<file path="config.mk">
export PLATFORM = sky130hd
export DESIGN_NAME = http_request_end_detector
export DESIGN_NICKNAME = d
export VERILOG_FILES = /design/src/sv/hred_pkg.sv /design/src/sv/http_request_end_detector.sv /design/src/sv/hred_parse_core.sv /design/src/sv/hred_out_reg.sv
export VERILOG_INCLUDE_DIRS = /design/src /design/src/sv
export SDC_FILE = /design/constraint.sdc
export NUM_CORES = 1
export LEC_CHECK = 0
export BUFFER_PORTS_ARGS = -buffer_cell sky130_fd_sc_hd__buf_4
export CAP_MARGIN = 30
export CORE_MARGIN = 2
export CORE_UTILIZATION = 45
export DETAILED_ROUTE_END_ITERATION = 10
export PLACE_DENSITY = 0.68
export RECOVER_POWER = 25
export SLEW_MARGIN = 20
export SYNTH_ARGS = -nofsm -noshare
export SYNTH_HDL_FRONTEND = slang
export SYNTH_HIERARCHICAL = 1
export SYNTH_SLANG_ARGS = --single-unit
</file>
<file path="constraint.sdc">
create_clock -name clock -period 7.3 [get_ports clock]
set_input_delay 1.095 -clock clock [delete_from_list [all_inputs] [get_ports clock]]
set_output_delay 1.095 -clock clock [all_outputs]
set_load 0.005 [all_outputs]
</file>
<file path="src/sv/http_request_end_detector_defines.svh">
// Assertion macros used by the request end detector top level.
`ifndef HTTP_REQUEST_END_DETECTOR_DEFINES_SVH
`define HTTP_REQUEST_END_DETECTOR_DEFINES_SVH

// Same-cycle implication, checked on every rising clock edge outside reset.
`define HRED_ASSERT_NOW(label, clk, rst, ante, cons) \
   label: assert property (@(posedge clk) disable iff (rst) (ante) |-> (cons)) \
      else $error("hred: same-cycle check failed");

// Next-cycle implication, checked on every rising clock edge outside reset.
`define HRED_ASSERT_NEXT(label, clk, rst, ante, cons) \
   label: assert property (@(posedge clk) disable iff (rst) (ante) |=> (cons)) \
      else $error("hred: next-cycle check failed");

`endif

</file>
<file path="src/sv/hred_pkg.sv">
// Types, character codes and parser constants for the request end detector.
`default_nettype none

package hred_pkg;

   // Default width of the announced length and the body counter.
   localparam int LENGTH_WIDTH_DEF = 32;

   // Length of the header name "Content-Length:".
   localparam int NAME_LEN = 15;
   localparam int NAME_POS_WIDTH = $clog2(NAME_LEN + 1);

   // Value parsing phases.
   localparam logic [1:0] PHASE_IDLE  = 2'd0;
   localparam logic [1:0] PHASE_SKIP  = 2'd1;
   localparam logic [1:0] PHASE_BLANK = 2'd2;
   localparam logic [1:0] PHASE_DIGIT = 2'd3;

   // Header terminator progress.
   localparam logic [1:0] TERM_NONE  = 2'd0;
   localparam logic [1:0] TERM_LF    = 2'd1;
   localparam logic [1:0] TERM_LF_CR = 2'd2;

   // Character codes.
   localparam logic [7:0] CHAR_LF    = 8'h0A;
   localparam logic [7:0] CHAR_CR    = 8'h0D;
   localparam logic [7:0] CHAR_TAB   = 8'h09;
   localparam logic [7:0] CHAR_VT    = 8'h0B;
   localparam logic [7:0] CHAR_FF    = 8'h0C;
   localparam logic [7:0] CHAR_SPACE = 8'h20;
   localparam logic [7:0] CHAR_ZERO  = 8'h30;
   localparam logic [7:0] CHAR_NINE  = 8'h39;

   // One request byte and its start marker.
   typedef struct packed {
      logic [7:0] data_byte;
      logic       start_of_request;
   } req_word_type;

   // One result word.
   typedef struct packed {
      logic request_complete;
      logic headers_done;
      logic length_overflow;
   } rsp_word_type;

   // Expected character of the header name at a given position.
   function automatic logic [7:0] name_char(input logic [NAME_POS_WIDTH-1:0] pos);
      logic [7:0] ch;
      case (pos)
         4'd0:    ch = "C";
         4'd1:    ch = "o";
         4'd2:    ch = "n";
         4'd3:    ch = "t";
         4'd4:    ch = "e";
         4'd5:    ch = "n";
         4'd6:    ch = "t";
         4'd7:    ch = "-";
         4'd8:    ch = "L";
         4'd9:    ch = "e";
         4'd10:   ch = "n";
         4'd11:   ch = "g";
         4'd12:   ch = "t";
         4'd13:   ch = "h";
         4'd14:   ch = ":";
         default: ch = 8'h00;
      endcase
      return ch;
   endfunction

   // Blank characters skipped ahead of the length digits.
   function automatic logic is_blank(input logic [7:0] c);
      return (c == CHAR_SPACE) || (c == CHAR_TAB) || (c == CHAR_CR) ||
             (c == CHAR_VT) || (c == CHAR_FF);
   endfunction

endpackage

`default_nettype wire

</file>
<file path="src/sv/http_request_end_detector.sv">
// Top level of the HTTP request end detector.
`default_nettype none
`include "http_request_end_detector_defines.svh"

// Takes one request byte per word and returns one result word per byte: whether this
// byte completes the request, whether the LF CR LF header terminator has been seen,
// and whether the Content-Length value saturated the LENGTH_WIDTH-bit counter. A new
// byte is accepted every cycle unless the input register holds a stalled byte. Its
// result word passes through the input register, then the parser's single pass loads
// the result register, from which it is offered. Throughput is one byte per clock
// whenever the consumer does not stall, and the parser state advances only when a
// byte moves into the result register.
// Set start_of_request on the first byte of each request to clear the parse state.
module http_request_end_detector #(
   parameter int LENGTH_WIDTH = hred_pkg::LENGTH_WIDTH_DEF
) (
   input  wire logic                  clock,
   input  wire logic                  reset,
   input  wire logic                  req_valid,
   output logic                       req_stall,
   input  wire hred_pkg::req_word_type req_word,
   output logic                       rsp_valid,
   input  wire logic                  rsp_stall,
   output hred_pkg::rsp_word_type     rsp_word
);

   logic                   s1_valid_ff, s1_valid_in;
   hred_pkg::req_word_type s1_word_ff;
   hred_pkg::rsp_word_type parse_result;
   logic                   advance;
   logic                   req_take;

   // The held byte moves on when the result register is free or being emptied.
   assign advance   = s1_valid_ff & (~rsp_valid | ~rsp_stall);
   assign req_stall = s1_valid_ff & ~advance;
   assign req_take  = req_valid & ~req_stall;

   // Input register.
   assign s1_valid_in = req_take | (s1_valid_ff & ~advance);

   always_ff @(posedge clock) begin
      if (reset) begin
         s1_valid_ff <= 1'b0;
      end else begin
         s1_valid_ff <= s1_valid_in;
      end
   end

   always_ff @(posedge clock) begin
      if (req_take) begin
         s1_word_ff <= req_word;
      end
   end

   // Parser state and next-state logic.
   hred_parse_core #(
      .LENGTH_WIDTH(LENGTH_WIDTH)
   ) u_parse (
      .clock  (clock),
      .reset  (reset),
      .step   (advance),
      .item   (s1_word_ff),
      .result (parse_result)
   );

   // Result register.
   hred_out_reg u_out (
      .clock     (clock),
      .reset     (reset),
      .load      (advance),
      .load_word (parse_result),
      .rsp_valid (rsp_valid),
      .rsp_stall (rsp_stall),
      .rsp_word  (rsp_word)
   );

   // A byte that moves into the result register is offered on the next cycle.
   `HRED_ASSERT_NEXT(a_advance_gives_rsp, clock, reset, advance, rsp_valid)
   // The input side stalls only while the result side holds a stalled word.
   `HRED_ASSERT_NOW(a_stall_cause, clock, reset, req_stall,
                    s1_valid_ff && rsp_valid && rsp_stall)
   // A completed request always reports its headers as done.
   `HRED_ASSERT_NOW(a_complete_has_headers, clock, reset,
                    rsp_valid && rsp_word.request_complete, rsp_word.headers_done)

endmodule

`default_nettype wire

</file>
<file path="src/sv/hred_parse_core.sv">
// Parser state and the single-pass next-state logic for one request byte.
`default_nettype none

module hred_parse_core #(
   parameter int LENGTH_WIDTH = hred_pkg::LENGTH_WIDTH_DEF
) (
   input  wire logic                  clock,
   input  wire logic                  reset,
   input  wire logic                  step,
   input  wire hred_pkg::req_word_type item,
   output hred_pkg::rsp_word_type     result
);

   localparam int PW = hred_pkg::NAME_POS_WIDTH;
   localparam int SW = LENGTH_WIDTH + 4;

   // State registers.
   logic                    line_start_ff, line_start_in;
   logic [PW-1:0]           name_pos_ff, name_pos_in;
   logic [1:0]              phase_ff, phase_in;
   logic [LENGTH_WIDTH-1:0] len_ff, len_in;
   logic                    len_given_ff, len_given_in;
   logic [1:0]              term_ff, term_in;
   logic                    in_body_ff, in_body_in;
   logic [LENGTH_WIDTH-1:0] remain_ff, remain_in;
   logic                    done_ff, done_in;
   logic                    ovf_ff, ovf_in;

   // State as seen by this byte, after an optional start of request.
   logic                    cur_line_start;
   logic [PW-1:0]           cur_name_pos;
   logic [1:0]              cur_phase;
   logic [LENGTH_WIDTH-1:0] cur_len;
   logic                    cur_len_given;
   logic [1:0]              cur_term;
   logic                    cur_in_body;
   logic [LENGTH_WIDTH-1:0] cur_remain;
   logic                    cur_done;
   logic                    cur_ovf;

   logic [7:0]    c;
   logic          is_digit;
   logic [SW-1:0] len_ext;
   logic [SW-1:0] digit_sum;
   logic          hdr_end;
   logic          complete;

   assign c = item.data_byte;

   // A start of request makes this byte see the reset state.
   always_comb begin
      if (item.start_of_request) begin
         cur_line_start = 1'b1;
         cur_name_pos   = '0;
         cur_phase      = hred_pkg::PHASE_IDLE;
         cur_len        = '0;
         cur_len_given  = 1'b0;
         cur_term       = hred_pkg::TERM_NONE;
         cur_in_body    = 1'b0;
         cur_remain     = '0;
         cur_done       = 1'b0;
         cur_ovf        = 1'b0;
      end else begin
         cur_line_start = line_start_ff;
         cur_name_pos   = name_pos_ff;
         cur_phase      = phase_ff;
         cur_len        = len_ff;
         cur_len_given  = len_given_ff;
         cur_term       = term_ff;
         cur_in_body    = in_body_ff;
         cur_remain     = remain_ff;
         cur_done       = done_ff;
         cur_ovf        = ovf_ff;
      end
   end

   // Next decimal value: len * 10 + digit, with a check of the carry bits.
   assign is_digit  = (c >= hred_pkg::CHAR_ZERO) && (c <= hred_pkg::CHAR_NINE);
   assign len_ext   = {4'b0000, cur_len};
   assign digit_sum = (len_ext << 3) + (len_ext << 1) + SW'(c[3:0]);

   // Terminator, header name, value and body count for this byte.
   always_comb begin
      line_start_in = cur_line_start;
      name_pos_in   = cur_name_pos;
      phase_in      = cur_phase;
      len_in        = cur_len;
      len_given_in  = cur_len_given;
      term_in       = cur_term;
      in_body_in    = cur_in_body;
      remain_in     = cur_remain;
      done_in       = cur_done;
      ovf_in        = cur_ovf;
      hdr_end       = 1'b0;
      complete      = 1'b0;

      if (cur_done) begin
         // Trailing bytes after completion are ignored.
      end else if (cur_in_body) begin
         remain_in = cur_remain - LENGTH_WIDTH'(1);
         if (cur_remain == LENGTH_WIDTH'(1)) begin
            in_body_in = 1'b0;
            done_in    = 1'b1;
            complete   = 1'b1;
         end
      end else begin
         // Header terminator LF CR LF.
         if (c == hred_pkg::CHAR_LF) begin
            hdr_end = (cur_term == hred_pkg::TERM_LF_CR);
            term_in = hred_pkg::TERM_LF;
         end else if ((c == hred_pkg::CHAR_CR) && (cur_term == hred_pkg::TERM_LF)) begin
            term_in = hred_pkg::TERM_LF_CR;
         end else begin
            term_in = hred_pkg::TERM_NONE;
         end

         // Header name match and value parsing.
         if (c == hred_pkg::CHAR_LF) begin
            line_start_in = 1'b1;
            name_pos_in   = '0;
            phase_in      = hred_pkg::PHASE_IDLE;
         end else if (cur_phase == hred_pkg::PHASE_SKIP) begin
            phase_in = hred_pkg::PHASE_BLANK;
         end else if (cur_phase == hred_pkg::PHASE_BLANK ||
                      cur_phase == hred_pkg::PHASE_DIGIT) begin
            if (is_digit) begin
               if (digit_sum[SW-1 -: 4] != 4'b0000) begin
                  len_in = '1;
                  ovf_in = 1'b1;
               end else begin
                  len_in = digit_sum[LENGTH_WIDTH-1:0];
               end
               phase_in = hred_pkg::PHASE_DIGIT;
            end else if (cur_phase == hred_pkg::PHASE_DIGIT || !hred_pkg::is_blank(c)) begin
               phase_in = hred_pkg::PHASE_IDLE;
            end
         end else if (cur_line_start) begin
            if ((cur_name_pos < PW'(hred_pkg::NAME_LEN)) &&
                (c == hred_pkg::name_char(cur_name_pos))) begin
               if (cur_name_pos == PW'(hred_pkg::NAME_LEN - 1)) begin
                  phase_in      = hred_pkg::PHASE_SKIP;
                  len_given_in  = 1'b1;
                  len_in        = '0;
                  ovf_in        = 1'b0;
                  line_start_in = 1'b0;
                  name_pos_in   = '0;
               end else begin
                  name_pos_in = cur_name_pos + PW'(1);
               end
            end else begin
               line_start_in = 1'b0;
               name_pos_in   = '0;
            end
         end

         // End of headers: start the body count or finish at once.
         if (hdr_end) begin
            term_in       = hred_pkg::TERM_NONE;
            line_start_in = 1'b0;
            phase_in      = hred_pkg::PHASE_IDLE;
            if (cur_len_given && (cur_len != '0)) begin
               in_body_in = 1'b1;
               remain_in  = cur_len;
            end else begin
               done_in  = 1'b1;
               complete = 1'b1;
            end
         end
      end
   end

   // Result word for this byte.
   always_comb begin
      result.request_complete = complete;
      result.headers_done     = in_body_in | done_in;
      result.length_overflow  = ovf_in;
   end

   // State update, one byte per step.
   always_ff @(posedge clock) begin
      if (reset) begin
         line_start_ff <= 1'b1;
         name_pos_ff   <= '0;
         phase_ff      <= hred_pkg::PHASE_IDLE;
         len_ff        <= '0;
         len_given_ff  <= 1'b0;
         term_ff       <= hred_pkg::TERM_NONE;
         in_body_ff    <= 1'b0;
         remain_ff     <= '0;
         done_ff       <= 1'b0;
         ovf_ff        <= 1'b0;
      end else if (step) begin
         line_start_ff <= line_start_in;
         name_pos_ff   <= name_pos_in;
         phase_ff      <= phase_in;
         len_ff        <= len_in;
         len_given_ff  <= len_given_in;
         term_ff       <= term_in;
         in_body_ff    <= in_body_in;
         remain_ff     <= remain_in;
         done_ff       <= done_in;
         ovf_ff        <= ovf_in;
      end
   end

endmodule

`default_nettype wire

</file>
<file path="src/sv/hred_out_reg.sv">
// Result register that holds a word until the consumer takes it.
`default_nettype none

module hred_out_reg (
   input  wire logic                  clock,
   input  wire logic                  reset,
   input  wire logic                  load,
   input  wire hred_pkg::rsp_word_type load_word,
   output logic                       rsp_valid,
   input  wire logic                  rsp_stall,
   output hred_pkg::rsp_word_type     rsp_word
);

   logic                   valid_ff, valid_in;
   hred_pkg::rsp_word_type word_ff;

   // A load refills the register; otherwise a taken word empties it.
   assign valid_in = load ? 1'b1 : (valid_ff & rsp_stall);

   always_ff @(posedge clock) begin
      if (reset) begin
         valid_ff <= 1'b0;
      end else begin
         valid_ff <= valid_in;
      end
   end

   // Word payload loads without reset.
   always_ff @(posedge clock) begin
      if (load) begin
         word_ff <= load_word;
      end
   end

   assign rsp_valid = valid_ff;
   assign rsp_word  = word_ff;

endmodule

`default_nettype wire

</file>
==> reports/metrics.yaml <==
setup_path:
  path_cells: "buf_4 -> buf_4 -> nor2b_1 -> xor2_1 -> ha_1 -> ha_1 -> a211oi_1 -> o211ai_1 -> a211o_1 -> a21oi_1 -> o311ai_0 -> a32oi_1 -> o2111ai_4 -> o311ai_0 -> nand2_1"
  worstPathRequired_ns: 7.54
  crit_path_max_fanout: 62
  endpoint_kind: "flop"
  worst_path_max_delay_cell: "buf_4"
  worstSetupEndpoint: "u_parse/len_ff[22]"
  regToRegSetupSlack_ns: 2.19
  slowest_delay_ns: 0.54
  r2r_start: "s1_word_ff[0]"
  reg2regPathDepth: 15
  critical_path_class: "reg2reg"
  cp-startpoint: "s1_word_ff[0]"
  cp.arrival_ns: 5.34
  start_kind: "flop"
  rr_endpoint: "u_parse/len_ff[22]"
grt:
  grt_usage_pct: 25.28
  grt_max_degree: 63
  grt-ovfl-total: 0
  grt_pass1_wl_um: 37890
  grt_pass1_vias: 7122
  grt_antenna_before_repair: 0
floorplanning:
  initial_utilization_pct: 46.16
  fp.dieW_um: 137.4
  fp.dieArea_um2: 18890
  core_area_um2: 17360
  row_count: 48
  die_y_um: 137.4
  io_pins: 18
timing:
  period_share_pct: 69.99
  hold_viol_final: 0
  worst_slack_ns: 2.191
  max_slew_margin_pct: -76.50
  fin_tns_setup_ns: 0
  drv_slew: 56
  setup_viol: 0
  finalCriticalPeriod_ns: 5.109
  fin_skew_ns: 0.008753
  max_slew.worst_pin.slew_ns: 2.647
  whs_ns: 0.4723
  rsz0062_at_grt: "false"
  clock.fmax_mhz: 195.7
power_and_ir_drop:
  power_frac_comb_pct: 8.5
  p_sw_uw: 268.7
  p_int_uw: 817.6
  power.share.switching_pct: 24.74
  pwr-share-seq_pct: 48.0
  ir_worst_vdd_uv: 101.7
  clkPwrFrac_pct: 43.5
  p_leak_uw: 0.003528
  powerDensity_nw_per_um2: 127.7
cts:
  post-cts-setup-buffer-count: 0
  path_clk_slew_ns: 0.07
  cts_made_buffers: 9
  cts_tree: "built"
  ctsResizeCount: 0
  cts.root.buffer_cell: "clkbuf_16"
  clock_path_buffers: 2
  holdBufCountCts: 0
  clock_sinks: 91
  cts_htree_levels: 3
  clkLatencyLatePin_ns: 0.35
placed_design:
  dpl-instance-area_um2: 8230
  port-buffer-count: 17
  gp_congestion: 0.9308
  post-place-ws_ns: 2.334
  dp_hpwl_um: 16990
synthesis:
  synth_area_leaders: "dfxtp_1, ha_1, nor2_1, a21oi_1, nand2_1"
  synthesis.area_um2: 8011
  synth_edf_count: 12
  syn_inst: 1063
  synth_top_family_by_area: "compound AO/OA/AOI/OAI gates"
  ys_seq_area_share_pct: 24.24
  synthesis.nets: 1146
  yosysTopAreaCell: "dfxtp_1"
  yosys-mux-area-fraction_pct: 2.608
  async_flop_share_pct: 0
  ys_ff_latch: 91
  yosys_warnings: 6
  synth_compound_area_share_pct: 27.27
  synthFlopType: "dfxtp_1"
  netlist-cell-type-count: 84
  synthXorXnorAreaFrac_pct: 4.154
  syn_area_per_cell_um2: 7.537
  synthSimpleGateAreaFrac_pct: 25.89
  netlist.area_leader.share_pct: 19.74
  synth_fa_ha_area_share_pct: 11.03
drt:
  drt-initial-drc-count: 888
  wl_um: 23120
  drc: 0
  vias_per_cell: 6.237
  antenna_left: 0
  routedWlPerCell_um: 18.17
  vias: 7934
  drt_first_pass_iters: 7
min_path:
  worstHoldStart: "u_parse/len_given_ff"
  hp-class: "reg2reg"
finish:
  final_area_um2: 8506
  final_layout_size_suffix_gt1_share_pct: 5.731
  area_growth_pct: 6.169
  layout_commonest_cell: "nor2_1"
  layout_common_cells: "nor2_1, nand2_1, a21oi_1, dfxtp_1, o21ai_0"
  antennaDiodeCount: 0
  nNetsFinal: 1125
  final_util_pct: 49.01
status:
  outcome: "finished, violations left"
  violations: "capacitance limit, slew limit"
flow_run:
  drv_cap: 1
## layout make-up
cell class                 instances  area [um2]
fill                            1718        8851
multi-input combinational        882        5679
sequential                        91        1942
tap                              225       281.5
clock buffer                      14       254.0
timing repair buffer              28       198.9
inverter                          30       112.6
clock inverter                     2       37.54
## power by group through the flow
stage / registers (uW) / logic (uW) / clock network (uW)
after CTS: 521 / 91.4 / 479
after global routing: 522 / 101 / 498
after global placement: 533 / 90.3 / 0
after floorplan: 530 / 64.0 / 0
final: 522 / 91.9 / 473
after detailed placement: 533 / 91.3 / 0
## sequential cells by signal, indices dropped and copies added (netlist names), 2 cells and up
register,count
u_parse/term_ff,2
s1_word_ff,9
u_parse/name_pos_ff,4
u_parse/remain_ff,32
u_parse/len_ff,32
u_parse/phase_ff,2
u_out/rsp_word,3
## Yosys cell counts (16+ instances only)
cell      count
nor4_1       24
nand2_1     109
nor2b_1      40
inv_1        30
nand3_1      20
nor2_1      122
clkbuf_1     41
nor3_1       32
o21ai_0      72
nand2b_1     20
a21oi_1      90
ha_1         69
xor2_1       17
a211oi_1     21
dfxtp_1      79
a22oi_1      16
xnor2_1      21
## how the worst min path moves through the flow
stage | depth (start not counted) | to
floorplan | 2 | u_parse/len_ff[1]
global placement | 2 | u_parse/len_given_ff
global route | 2 | u_parse/len_given_ff
finish | 2 | u_parse/len_given_ff
detailed placement | 2 | u_parse/len_given_ff
CTS | 2 | u_parse/len_given_ff
## worst max-delay path: cells and delay by family, from the launching register on
| family | cells | cell delay [ns] |
|---|---|---|
| DFF | 1 | 0.32 |
| adders and majority gates | 2 | 0.63 |
| AOI/OAI and AO/OA | 8 | 2.76 |
| buffers and inverters | 2 | 0.76 |
| and+or+nand+nor | 2 | 0.30 |
| xor gates and xnor gates | 1 | 0.19 |
## metrics by stage
step,cells,total power [uW]
final,1272,1086
after global routing,1272,1121
after CTS,1272,1092
after detailed placement,1256,624.0
after global placement,1256,622.9
after floorplan,1063,594.1
## metal layers
layer | global-route usage [%] | wire length (um)
met4 | 7.617 | 319
met2 | 37.29 | 9864
met3 | 3.017 | 1528
met5 | 0 | 0
met1 | 38.13 | 11400
## cells by family (layout without fill, tap and decap cells)
logic type / count (synthesis) / count (layout)
xor+xnor: 38 / 38
simple gates: 426 / 426
compound gates: 328 / 328
buf+inv: 90 / 74
flops: 91 / 91
fa+ha+maj: 70 / 70
mux: 20 / 20
Note: power is estimated with default switching activity, not from simulation.
